$ cat src/rtl/uer_pkg.sv
`timescale 1ns / 1ps

package uer_pkg;

    localparam int COUNT_WIDTH_DEFAULT  = 16;
    localparam int TICKS_PER_CM_DEFAULT = 58;

    localparam int TRIG_W   = 8;
    localparam int TICKS_W  = 16;
    localparam int DIST_W   = 11;
    localparam int CFG_W    = 16;
    localparam int CFG_IDX_W = 1;
    localparam int IN_DATA_W  = 8;
    localparam int OUT_DATA_W = 16;

    localparam logic [TRIG_W-1:0]  TRIGGER_TICKS_RESET = 8'd10;
    localparam logic [TICKS_W-1:0] TIMEOUT_TICKS_RESET = 16'd30000;
    localparam logic [DIST_W-1:0]  TIMEOUT_DISTANCE    = 11'd999;
    localparam logic [DIST_W-1:0]  DIST_MAX            = 11'd2047;

    localparam logic [CFG_IDX_W-1:0] CFG_TRIGGER_TICKS = 1'd0;
    localparam logic [CFG_IDX_W-1:0] CFG_TIMEOUT_TICKS = 1'd1;

    typedef enum logic [1:0] {
        PH_IDLE = 2'd0,
        PH_TRIG = 2'd1,
        PH_WAIT = 2'd2,
        PH_MEAS = 2'd3
    } phase_t;

    typedef struct packed {
        logic clear;
        logic load_one;
        logic incr;
    } cnt_ctrl_t;

    typedef struct packed {
        logic              busy_res;
        logic              timed_out;
        logic [DIST_W-1:0] distance_cm;
        logic              done_res;
        logic              trigger_out;
    } result_t;

endpackage

$ cat src/rtl/ultrasonic_echo_ranger.sv
`timescale 1ns / 1ps

// Channel   Direction  Handshake                   Payload
// s_axis    in         s_axis_tvalid/tready        tdata[0] start_req, [1] echo
// m_axis    out        m_axis_tvalid/tready        tdata[0] trigger_out, [1] done_res,
//                                                  [12:2] distance_cm, [13] timed_out,
//                                                  [14] busy_res
// cfg       in         cfg_we                      cfg_index, cfg_data
//
// One transfer in gives one transfer out, through the input register and then the result register.
// An input register and a result register hold one item each, so a transfer
// can be taken in every cycle unless both are full and the output stalls;
// the measurement state updates as an item moves into the result register.
// A stalled output holds both stages. Reset returns the block to idle with
// the trigger and timeout registers at their defaults and no result pending.

module ultrasonic_echo_ranger #(
    parameter int COUNT_WIDTH  = uer_pkg::COUNT_WIDTH_DEFAULT,
    parameter int TICKS_PER_CM = uer_pkg::TICKS_PER_CM_DEFAULT
) (
    input  logic                             clk,
    input  logic                             rst_n,
    input  logic                             s_axis_tvalid,
    output logic                             s_axis_tready,
    // [0] start_req, [1] echo, upper bits zero
    input  logic [uer_pkg::IN_DATA_W-1:0]    s_axis_tdata,
    output logic                             m_axis_tvalid,
    input  logic                             m_axis_tready,
    // [0] trigger_out, [1] done_res, [12:2] distance_cm, [13] timed_out, [14] busy_res
    output logic [uer_pkg::OUT_DATA_W-1:0]   m_axis_tdata,
    input  logic                             cfg_we,
    input  logic [uer_pkg::CFG_IDX_W-1:0]    cfg_index,
    input  logic [uer_pkg::CFG_W-1:0]        cfg_data
);

    logic                          in_valid_reg, in_valid_next;
    logic                          start_reg, echo_reg;
    logic                          out_valid_reg, out_valid_next;
    logic [uer_pkg::OUT_DATA_W-1:0] out_data_reg;
    logic [uer_pkg::TRIG_W-1:0]    trigger_ticks_reg;
    logic [uer_pkg::TICKS_W-1:0]   timeout_ticks_reg;
    logic                          advance;
    logic                          step;
    logic                          in_xfer;
    uer_pkg::cnt_ctrl_t            cnt_ctrl;
    uer_pkg::result_t              result;
    logic [uer_pkg::DIST_W-1:0]    quot;

    assign advance       = !out_valid_reg || m_axis_tready;
    assign s_axis_tready = !in_valid_reg || advance;
    assign in_xfer       = s_axis_tvalid && s_axis_tready;
    assign step          = in_valid_reg && advance;

    always_comb
    begin
        in_valid_next = in_valid_reg;
        if (in_xfer)
        begin
            in_valid_next = 1'b1;
        end
        else if (advance)
        begin
            in_valid_next = 1'b0;
        end

        out_valid_next = out_valid_reg;
        if (step)
        begin
            out_valid_next = 1'b1;
        end
        else if (m_axis_tready)
        begin
            out_valid_next = 1'b0;
        end
    end

    always_ff @(posedge clk or negedge rst_n)
    begin
        if (!rst_n)
        begin
            in_valid_reg      <= 1'b0;
            out_valid_reg     <= 1'b0;
            trigger_ticks_reg <= uer_pkg::TRIGGER_TICKS_RESET;
            timeout_ticks_reg <= uer_pkg::TIMEOUT_TICKS_RESET;
        end
        else
        begin
            in_valid_reg  <= in_valid_next;
            out_valid_reg <= out_valid_next;
            if (cfg_we)
            begin
                unique case (cfg_index)
                    uer_pkg::CFG_TRIGGER_TICKS:
                        trigger_ticks_reg <= cfg_data[uer_pkg::TRIG_W-1:0];
                    uer_pkg::CFG_TIMEOUT_TICKS:
                        timeout_ticks_reg <= cfg_data[uer_pkg::TICKS_W-1:0];
                    default:
                        trigger_ticks_reg <= trigger_ticks_reg;
                endcase
            end
        end
    end

    always_ff @(posedge clk)
    begin
        if (in_xfer)
        begin
            start_reg <= s_axis_tdata[0];
            echo_reg  <= s_axis_tdata[1];
        end
        if (step)
        begin
            out_data_reg <= {1'b0, result};
        end
    end

    uer_ctrl u_ctrl (
        .clk           (clk),
        .rst_n         (rst_n),
        .step          (step),
        .start_req     (start_reg),
        .echo          (echo_reg),
        .trigger_ticks (trigger_ticks_reg),
        .timeout_ticks (timeout_ticks_reg),
        .quot          (quot),
        .cnt_ctrl      (cnt_ctrl),
        .result        (result)
    );

    uer_pulse_count #(
        .COUNT_WIDTH  (COUNT_WIDTH),
        .TICKS_PER_CM (TICKS_PER_CM)
    ) u_pulse_count (
        .clk   (clk),
        .rst_n (rst_n),
        .ctrl  (cnt_ctrl),
        .quot  (quot)
    );

    assign m_axis_tvalid = out_valid_reg;
    assign m_axis_tdata  = out_data_reg;

    a_out_timeout_dist: assert property (@(posedge clk) disable iff (!rst_n)
        (m_axis_tvalid && m_axis_tdata[13]) |-> (m_axis_tdata[12:2] == uer_pkg::TIMEOUT_DISTANCE))
        else $error("timed-out result without the timeout distance");

    a_step_fills_out: assert property (@(posedge clk) disable iff (!rst_n)
        step |=> out_valid_reg)
        else $error("processed item did not reach the result register");

endmodule

$ cat src/rtl/uer_pulse_count.sv
`timescale 1ns / 1ps

module uer_pulse_count #(
    parameter int COUNT_WIDTH  = uer_pkg::COUNT_WIDTH_DEFAULT,
    parameter int TICKS_PER_CM = uer_pkg::TICKS_PER_CM_DEFAULT
) (
    input  logic                        clk,
    input  logic                        rst_n,
    input  uer_pkg::cnt_ctrl_t          ctrl,
    output logic [uer_pkg::DIST_W-1:0]  quot
);

    localparam int REM_W = $clog2(TICKS_PER_CM + 1);
    localparam logic [REM_W-1:0] REM_LAST = REM_W'(TICKS_PER_CM);

    // The width counter is kept together with its quotient and remainder by
    // the tick constant, so the distance is ready without a divider.
    logic [COUNT_WIDTH-1:0]     width_reg, width_next;
    logic [REM_W-1:0]           rem_reg, rem_next;
    logic [uer_pkg::DIST_W-1:0] quot_reg, quot_next;

    always_comb
    begin
        logic [COUNT_WIDTH-1:0]     w_base;
        logic [REM_W-1:0]           r_base;
        logic [REM_W-1:0]           r_inc;
        logic [uer_pkg::DIST_W-1:0] q_base;

        w_base = ctrl.load_one ? '0 : width_reg;
        r_base = ctrl.load_one ? '0 : rem_reg;
        q_base = ctrl.load_one ? '0 : quot_reg;
        r_inc  = r_base + REM_W'(1);

        width_next = width_reg;
        rem_next   = rem_reg;
        quot_next  = quot_reg;

        if (ctrl.clear)
        begin
            width_next = '0;
            rem_next   = '0;
            quot_next  = '0;
        end
        else if (ctrl.load_one || ctrl.incr)
        begin
            if (&w_base)
            begin
                width_next = '0;
                rem_next   = '0;
                quot_next  = '0;
            end
            else
            begin
                width_next = w_base + COUNT_WIDTH'(1);
                if (r_inc == REM_LAST)
                begin
                    rem_next  = '0;
                    quot_next = (q_base == uer_pkg::DIST_MAX) ? q_base
                                                               : q_base + 1'b1;
                end
                else
                begin
                    rem_next  = r_inc;
                    quot_next = q_base;
                end
            end
        end
    end

    always_ff @(posedge clk or negedge rst_n)
    begin
        if (!rst_n)
        begin
            width_reg <= '0;
            rem_reg   <= '0;
            quot_reg  <= '0;
        end
        else
        begin
            width_reg <= width_next;
            rem_reg   <= rem_next;
            quot_reg  <= quot_next;
        end
    end

    assign quot = quot_reg;

    a_rem_below_divisor: assert property (@(posedge clk) disable iff (!rst_n)
        rem_reg < REM_LAST)
        else $error("remainder reached the tick constant");

endmodule

$ cat src/rtl/uer_ctrl.sv
`timescale 1ns / 1ps

module uer_ctrl (
    input  logic                          clk,
    input  logic                          rst_n,
    input  logic                          step,
    input  logic                          start_req,
    input  logic                          echo,
    input  logic [uer_pkg::TRIG_W-1:0]    trigger_ticks,
    input  logic [uer_pkg::TICKS_W-1:0]   timeout_ticks,
    input  logic [uer_pkg::DIST_W-1:0]    quot,
    output uer_pkg::cnt_ctrl_t            cnt_ctrl,
    output uer_pkg::result_t              result
);

    uer_pkg::phase_t              phase_reg, phase_next;
    logic [uer_pkg::TICKS_W-1:0]  ticks_reg, ticks_next;
    logic [uer_pkg::DIST_W-1:0]   dist_reg, dist_next;
    logic                         tmo_reg, tmo_next;
    logic                         launch;
    uer_pkg::phase_t              eff_phase;
    logic [uer_pkg::TICKS_W-1:0]  eff_ticks;

    assign launch    = (phase_reg == uer_pkg::PH_IDLE) && start_req;
    assign eff_phase = launch ? uer_pkg::PH_TRIG : phase_reg;
    assign eff_ticks = launch ? '0 : ticks_reg;

    // Next-state logic.
    always_comb
    begin
        logic [uer_pkg::TRIG_W-1:0]  t8;
        logic [uer_pkg::TICKS_W-1:0] t16;
        logic                        ended;

        t8         = eff_ticks[uer_pkg::TRIG_W-1:0] + 1'b1;
        t16        = eff_ticks + 1'b1;
        ended      = 1'b0;
        phase_next = eff_phase;
        ticks_next = eff_ticks;
        dist_next  = dist_reg;
        tmo_next   = tmo_reg;

        unique case (eff_phase)
            uer_pkg::PH_IDLE:
            begin
                ticks_next = eff_ticks;
            end
            uer_pkg::PH_TRIG:
            begin
                if (t8 == trigger_ticks)
                begin
                    phase_next = uer_pkg::PH_WAIT;
                    ticks_next = '0;
                end
                else
                begin
                    ticks_next = {{(uer_pkg::TICKS_W-uer_pkg::TRIG_W){1'b0}}, t8};
                end
            end
            uer_pkg::PH_WAIT, uer_pkg::PH_MEAS:
            begin
                if (eff_phase == uer_pkg::PH_WAIT)
                begin
                    if (echo)
                    begin
                        phase_next = uer_pkg::PH_MEAS;
                    end
                end
                else if (!echo)
                begin
                    dist_next  = quot;
                    tmo_next   = 1'b0;
                    phase_next = uer_pkg::PH_IDLE;
                    ticks_next = '0;
                    ended      = 1'b1;
                end
                if (!ended)
                begin
                    if (t16 == timeout_ticks)
                    begin
                        dist_next  = uer_pkg::TIMEOUT_DISTANCE;
                        tmo_next   = 1'b1;
                        phase_next = uer_pkg::PH_IDLE;
                        ticks_next = '0;
                    end
                    else
                    begin
                        ticks_next = t16;
                    end
                end
            end
            default:
            begin
                phase_next = uer_pkg::PH_IDLE;
            end
        endcase
    end

    // Output logic.
    always_comb
    begin
        cnt_ctrl.clear    = step && launch;
        cnt_ctrl.load_one = step && (eff_phase == uer_pkg::PH_WAIT) && echo;
        cnt_ctrl.incr     = step && (eff_phase == uer_pkg::PH_MEAS) && echo;

        result.trigger_out = (eff_phase == uer_pkg::PH_TRIG);
        result.done_res    = (eff_phase == uer_pkg::PH_WAIT || eff_phase == uer_pkg::PH_MEAS)
                             && (phase_next == uer_pkg::PH_IDLE);
        result.distance_cm = dist_next;
        result.timed_out   = tmo_next;
        result.busy_res    = (phase_next != uer_pkg::PH_IDLE);
    end

    always_ff @(posedge clk or negedge rst_n)
    begin
        if (!rst_n)
        begin
            phase_reg <= uer_pkg::PH_IDLE;
            ticks_reg <= '0;
            dist_reg  <= '0;
            tmo_reg   <= 1'b0;
        end
        else if (step)
        begin
            phase_reg <= phase_next;
            ticks_reg <= ticks_next;
            dist_reg  <= dist_next;
            tmo_reg   <= tmo_next;
        end
    end

    a_idle_ticks_zero: assert property (@(posedge clk) disable iff (!rst_n)
        (phase_reg == uer_pkg::PH_IDLE) |-> (ticks_reg == '0))
        else $error("tick counter not cleared while idle");

    a_trig_ticks_narrow: assert property (@(posedge clk) disable iff (!rst_n)
        (phase_reg == uer_pkg::PH_TRIG)
        |-> (ticks_reg[uer_pkg::TICKS_W-1:uer_pkg::TRIG_W] == '0))
        else $error("trigger count exceeded its width");

    a_done_not_busy: assert property (@(posedge clk) disable iff (!rst_n)
        (step && result.done_res) |-> !result.busy_res)
        else $error("finished measurement still reported busy");

    a_timeout_dist: assert property (@(posedge clk) disable iff (!rst_n)
        tmo_reg |-> (dist_reg == uer_pkg::TIMEOUT_DISTANCE))
        else $error("timeout flag held with a measured distance");

endmodule

$ cat config.mk
export PLATFORM = sky130hd
export DESIGN_NAME = ultrasonic_echo_ranger
export DESIGN_NICKNAME = d
export VERILOG_FILES = /design/src/rtl/uer_pkg.sv /design/src/rtl/ultrasonic_echo_ranger.sv /design/src/rtl/uer_pulse_count.sv /design/src/rtl/uer_ctrl.sv
export SDC_FILE = /design/constraint.sdc
export NUM_CORES = 1
export LEC_CHECK = 0
export BUFFER_PORTS_ARGS = -buffer_cell sky130_fd_sc_hd__buf_2
export CAP_MARGIN = 20
export CORE_UTILIZATION = 55
export CTS_CLUSTER_DIAMETER = 40
export DETAILED_ROUTE_END_ITERATION = 6
export HOLD_SLACK_MARGIN = 0.02
export MAX_ROUTING_LAYER = met4
export PLACE_DENSITY = 0.74
export SLEW_MARGIN = 20
export SYNTH_ARGS = -nofsm -noshare
export SYNTH_HDL_FRONTEND = slang
export SYNTH_SLANG_ARGS = --single-unit
$ cat constraint.sdc
create_clock -name clk -period 4.45 [get_ports clk]
set_input_delay 0.89 -clock clk [delete_from_list [all_inputs] [get_ports clk]]
set_output_delay 0.89 -clock clk [all_outputs]
set_load 0.02 [all_outputs]
==> qor.yml, run 1 <==
outcome:
  status: "complete, no violations"
detailed_routing:
  wire_per_inst_um: 16.7
  vias: 4985
  drc: 0
  viasPerCell: 6.25
  ant_nets: 0
  dr.pass1.iters: 5
  drt-initial-drc-count: 328
  routed_wl_um: 13300
synthesis:
  synth_edf_count: 17
  ys_async_sr_fraction: 0.840
  synth_cell_types: 87
  syn_nets: 664
  ys_seq_area_frac: 0.449
  ys.flop_type: "dfrtp_1"
  synth.avg_cell_area_um2: 9.72
  synth_area_um2: 6120
  ys_seq_elements: 106
  yosys_warnings: 0
  syn_inst: 630
worst_setup_path:
  reg2reg_slack_ns: 0.78
  slowest_stage: "nor3b_2"
  r2r.worst_path.cells: 9
  endpoint_kind: "flop"
  cp-start-kind: "flop"
  path_delay_family: "simple AND/OR/NAND/NOR gates"
  crit_start: "u_ctrl.phase_reg[1]"
  crit_type: "flop to flop"
  path_buf_inv: 0
  r2r-start: "u_ctrl.phase_reg[1]"
  cp_max_fo: 15
  critPathMaxStageDelay_ns: 0.76
  r2r_end: "u_ctrl.ticks_reg[2]"
  cp_cell_sequence: "nor3b_2 > nor3b_1 > a2111oi_0 > a21oi_1 > nor4b_1 > nand4_2 > nand2_2 > o21ai_1 > a221o_1"
  critical_path_arrival_ns: 3.94
  required_ns: 4.73
sta:
  hold_ws_ns: 0.513
  slew_headroom: 0.377
  min_period_over_period: 0.824
  postLayoutSetupSlackWorst_ns: 0.782
  rsz0062_at_grt: "false"
  drv_slew: 0
  setup_viol_count_final: 0
  max_clock_freq_mhz: 273
  worst_slew_pin_slew_ns: 0.934
  finClkSkew_ns: 0.0146
  timing.final.crit_period_ns: 3.67
  tns_ns: 0
  hold_viol_final: 0
placement:
  numPortBuffers: 40
  place_ws_ns: 0.559
  gp_congestion: 0.913
  dp.cells: 781
  dpl.hpwl_um: 9360
  dpl_cell_area_um2: 6370
flow_run:
  maxCapViolCount: 0
floorplan:
  initial_core_util: 0.565
  die_y_um: 108
  coreArea_um2: 10800
  die-area_um2: 11600
  boundaryPins: 48
  die_x_um: 108
  rows: 38
cells_and_area:
  fin_area_um2: 6550
  finalNonFillerCells: 797
  drive_gt1_frac: 0.187
  area_growth_pct: 6.93
  layout.nets: 686
  final_util: 0.604
  diodes: 0
cts:
  cts-root-buf: "clkbuf_8"
  cts.sinks: 106
  ctsHoldBuffers: 0
  cts_tree: "done"
  cts_resized: 0
  h-tree-depth: 3
  postCtsSetupBuffers: 0
  cts.path.max_buffers: 2
  numCtsBuffers: 9
  clk_latency_ns: 0.39
  clk_pin_slew_ns: 0.11
hold_path:
  hold-path-endpoint: "u_pulse_count.width_reg[6]"
  min_from: "u_pulse_count.width_reg[6]"
  hold_depth: 1
  hp-class: "flop to flop"
global_routing:
  overflow: 0
  antenna_found_initial: 0
  grt_max_degree: 58
  grt_pass1_vias: 4791
  grtUsageTotal: 0.257
  grt_pass1_wl_um: 22700
power:
  finalPower_mw: 2.78
  p_per_area_nw_per_um2: 425
  ir_worst_vdd_uv: 299
  leakage_nw: 2.62
-- how the worst max path moves through the flow --
stage / endpoint / slack [ns] / cells after the start
global placement: u_pulse_count.width_reg[13] / 0.67 / 13
finish: u_ctrl.ticks_reg[2] / 0.78 / 9
floorplan: u_pulse_count.quot[1] / 0.72 / 13
detailed placement: u_pulse_count.quot[9] / 0.56 / 14
CTS: u_ctrl.ticks_reg[2] / 0.77 / 9
global route: u_pulse_count.quot[9] / 0.49 / 13
-- power breakdown --
group | total [mW] | leakage (nW) | switching, mW | internal, mW
Sequential | 1.39 | 1.28 | 0.219 | 1.17
Combinational | 0.845 | 1.25 | 0.476 | 0.369
Clock | 0.548 | 0.0847 | 0.339 | 0.209
Total | 2.78 | 2.62 | 1.03 | 1.75
-- cells by family after synthesis --
family	count (synthesis)	share of synthesized area
AND/OR/NAND/NOR	230	0.211
other	1	0.000612
adder cells (fa/ha/maj)	4	0.00817
XOR/XNOR	21	0.0300
AO/OA/AOI/OAI	176	0.199
buffers and inverters	62	0.0478
multiplexers	30	0.0541
flip-flops	106	0.449
-- area by class of cell --
class,count,area (um^2)
clock buffer,11,131
sequential,106,2750
inverter,22,82.6
tap,140,175
fill,936,4290
clock inverter,5,38.8
timing repair buffer,51,285
multi-input combinational,462,3090
-- cells in the mapped netlist, drive strengths merged, types with 10 or more instances --
cell    count  area (um^2)
nand4      13          103
edfxtp     17          510
dfrtp      80         2000
xnor2      12          105
mux2       25          282
nor2       33          149
a21oi      27          150
nor3       10         61.3
and3       13         82.6
inv        21         78.8
o22ai      10         62.6
nand3      29          150
buf        14          113
o21ai      50          250
o22a       17          149
nand2      70          265
clkbuf     26         97.6
-- metal layers --
metal / wire, um / track usage
met1: 5730 / 0.316
met2: 6690 / 0.421
met3: 653 / 0.0490
met4: 208 / 0.0988
met5: 0 / -
-- layout by cell type (no fill, tap or decap), drive strengths merged, types with 17 or more instances in the layout --
cell,instances
inv,24
nand3,29
edfxtp,17
o21ai,50
o22a,17
dfrtp,80
nor2,33
mux2,25
a21oi,27
buf,51
nand2,70
(Power assumes the default switching activity.)
==> run 2: changes to the inputs <==
Settings changed: ABC_AREA set to 1, PLACE_DENSITY 0.74 to 0.77.
Clock period 4.45 ns to 3.25 ns, I/O delays scaled along.
==> qor.yml, run 2 <==
sta:
  rsz0062_at_grt: "false"
  tns_ns: 0  # unchanged
  slew_headroom: 0.542  # +0.165
  setup_viol_count_final: 0  # unchanged
  max_clock_freq_mhz: 339
  drv_slew: 0  # unchanged
  timing.final.crit_period_ns: 2.95
  finClkSkew_ns: 0.00711  # -0.00745 ns
  worst_slew_pin_slew_ns: 0.687  # -0.248 ns
  postLayoutSetupSlackWorst_ns: 0.303  # -0.479 ns
  hold_viol_final: 0  # unchanged
  min_period_over_period: 0.907
detailed_routing:
  drc: 0  # unchanged
  dr.pass1.iters: 5  # unchanged
  ant_nets: 0  # unchanged
  viasPerCell: 5.17  # -17%
  drt-initial-drc-count: 337  # +2.7%
  routed_wl_um: 13200  # -0.29%
  wire_per_inst_um: 12.8  # -23%
  vias: 5360  # +7.5%
synthesis:
  yosys.area_share.adder: 0.00796  # -0.000208
  synth_compound_area_frac: 0.0822  # -0.117
  synth_area_um2: 6280  # +2.6%
  synth_edf_count: 17  # unchanged
  synthMuxAreaShare: 0.00538  # -0.0488
  synthXorXnorAreaFrac: 0.0466  # +0.0166
  synthTopCellsByCount: "240 x nand2_1, 129 x inv_1, 80 x dfrtp_1"
  ys_seq_elements: 106  # unchanged
  syn_nets: 885  # +33%
  synth_cell_types: 40  # -54%
  ys.flop_type: "dfrtp_1"
  yosys.area.top_type: "dfrtp_1"
  synth.avg_cell_area_um2: 7.38  # -24%
  synth_top_area_share: 0.319  # -0.00833
  ys_seq_area_frac: 0.437  # -0.0114
  synth_area_leaders: "dfrtp_1 32%, nand2_1 14%, edfxtp_1 8.1%"
  synth_top_family_by_area: "simple AND/OR/NAND/NOR gates"
  syn_inst: 851  # +35%
  yosysMostFrequentCell: "nand2_1"
  ys_async_sr_fraction: 0.840  # unchanged
  synth-simple-area-share: 0.317  # +0.106
  yosys_warnings: 0  # unchanged
cts:
  postCtsSetupBuffers: 0  # unchanged
  ctsHoldBuffers: 0  # unchanged
  h-tree-depth: 3  # unchanged
  cts.path.max_buffers: 2  # unchanged
  cts_tree: "done"
  clk_latency_ns: 0.36  # -0.03 ns
  cts.sinks: 106  # unchanged
  numCtsBuffers: 9  # unchanged
  clk_pin_slew_ns: 0.07  # -0.04 ns
  cts-root-buf: "clkbuf_16"
  cts_resized: 0  # unchanged
power:
  ir_worst_vdd_uv: 729  # +140%
  p_per_area_nw_per_um2: 666  # +57%
  finalPower_mw: 4.66  # +68%
  leakage_nw: 3.43  # +31%
cells_and_area:
  layout_commonest_cell: "nand2_1"
  layout.nets: 926  # +35%
  layout_common_cells: "240 x nand2_1, 129 x inv_1, 80 x dfrtp_1"
  nFillCells: 967  # +3.3%
  fin_area_um2: 7010  # +7.0%
  area_growth_pct: 11.5
  drive_gt1_frac: 0.136  # -0.0512
  finalNonFillerCells: 1037  # +30%
  diodes: 0  # unchanged
placement:
  place_ws_ns: -0.0627  # -0.622 ns
  gp_congestion: 0.902  # -1.2%
  dp.cells: 1021  # +31%
  dpl_cell_area_um2: 6660  # +4.6%
  dpl.hpwl_um: 9480  # +1.3%
  numPortBuffers: 40  # unchanged
worst_setup_path:
  critical_path_arrival_ns: 3.18  # -0.76 ns
  crit_type: "input pin to flop"
  r2r_end: "u_pulse_count.quot[6]"
  r2r-start: "u_ctrl.phase_reg[1]"
  endpoint_kind: "flop"
  r2r.worst_path.cells: 15  # +6
  cp_max_fo: 20  # +5
  required_ns: 3.48  # -1.25 ns
  reg2reg_slack_ns: 0.32  # -0.46 ns
  cp-start-kind: "input pin"
floorplan:
  die_y_um: 109  # +1.3%
  die_x_um: 109  # +1.3%
  rows: 38  # unchanged
  initial_core_util: 0.572  # +0.00725
  die-area_um2: 11900  # +2.6%
  coreArea_um2: 11000  # +1.3%
  boundaryPins: 48  # unchanged
hold_path:
  hp-class: "input pin to asynchronous set/reset pin"
global_routing:
  grt_pass1_wl_um: 23200  # +1.9%
  grtUsageTotal: 0.259  # +0.00124
  antenna_found_initial: 0  # unchanged
  overflow: 0  # unchanged
  grt_pass1_vias: 5022  # +4.8%
  grt_max_degree: 54  # -6.9%
outcome:
  status: "complete, no violations"
flow_run:
  maxCapViolCount: 0  # unchanged
run 2: cell types whose count changed in the layout (fill, tap and decap cells not counted), sizes merged, moves of 9 or more:
cell / previous run / this run
nand3: 29 / 78
nor2: 33 / 88
nand2: 70 / 253
inv: 24 / 132
and3: 13 / 0
o22ai: 10 / 27
o22a: 17 / 0
a21oi: 27 / 10
nor3b: 9 / 0
mux2: 25 / 3
run 2: worst max path at each step:
stage	from	to	slack [ns]	depth (start not counted)
after floorplan	m_axis_tready	u_pulse_count.quot[5]	0.31	20
after global placement	m_axis_tready	u_pulse_count.quot[1]	0.07	18
after detailed placement	m_axis_tready	u_pulse_count.quot[2]	-0.06	18
after CTS	m_axis_tready	u_pulse_count.quot[6]	0.29	18
after global routing	u_ctrl.phase_reg[0]	m_axis_tdata[1]	0.06	17
final	m_axis_tready	u_pulse_count.quot[6]	0.30	18
run 2: worst max-delay path, cell delays in order:
cell and delay [ns]:
buf_2 0.10, inv_1 0.11, nand2_1 0.10, nand2_2 0.11
nor3_4 0.07, nor2_1 0.14, ha_1 0.20, nand4_1 0.14
nor2_1 0.16, nand2_1 0.10, nor2_1 0.19, nand2_1 0.13
nor2_1 0.15, nand4_1 0.09, nand2_1 0.09, inv_1 0.30
nand3_1 0.21, o21ai_0 0.11
run 2: report_power, final:
group          switching, mW  internal, mW  leakage, nW
combinational           1.01         0.531         1.94
sequential             0.188          1.69         1.33
clock                  0.499         0.753        0.169
total                   1.70          2.97         3.43
run 2: per-stage QoR:
step | hold slack, ns | utilization
floorplan | 0.354 | -
global placement | 0.464 | 0.607
detailed placement | 0.465 | 0.607
CTS | 0.269 | 0.638
global route | 0.297 | 0.638
finish | 0.256 | 0.638
run 2: area by class of cell:
class,count,area [um^2],area share
clock buffer,9,225,0.0321
clock inverter,7,118,0.0168
multi-input combinational,586,2900,0.414
timing repair buffer,57,343,0.0489
inverter,132,495,0.0707
tap,140,175,0.0250
sequential,106,2750,0.392
run 2: cells by family after synthesis:
family	after synthesis
buffers and inverters	159
flip-flops	106
AO/OA/AOI/OAI	96
other	1
adder cells (fa/ha/maj)	4
AND/OR/NAND/NOR	452
multiplexers	3
XOR/XNOR	30
run 2: routing by layer:
| layer | up-vias | wire, um | GRT usage |
|---|---|---|---|
| met5 | - | 0 | - |
| met4 | 0 | 207 | 0.100 |
| met3 | 14 | 665 | 0.0502 |
| met2 | 121 | 5780 | 0.382 |
| met1 | 2437 | 6600 | 0.351 |
| li1 | 2788 | - | - |
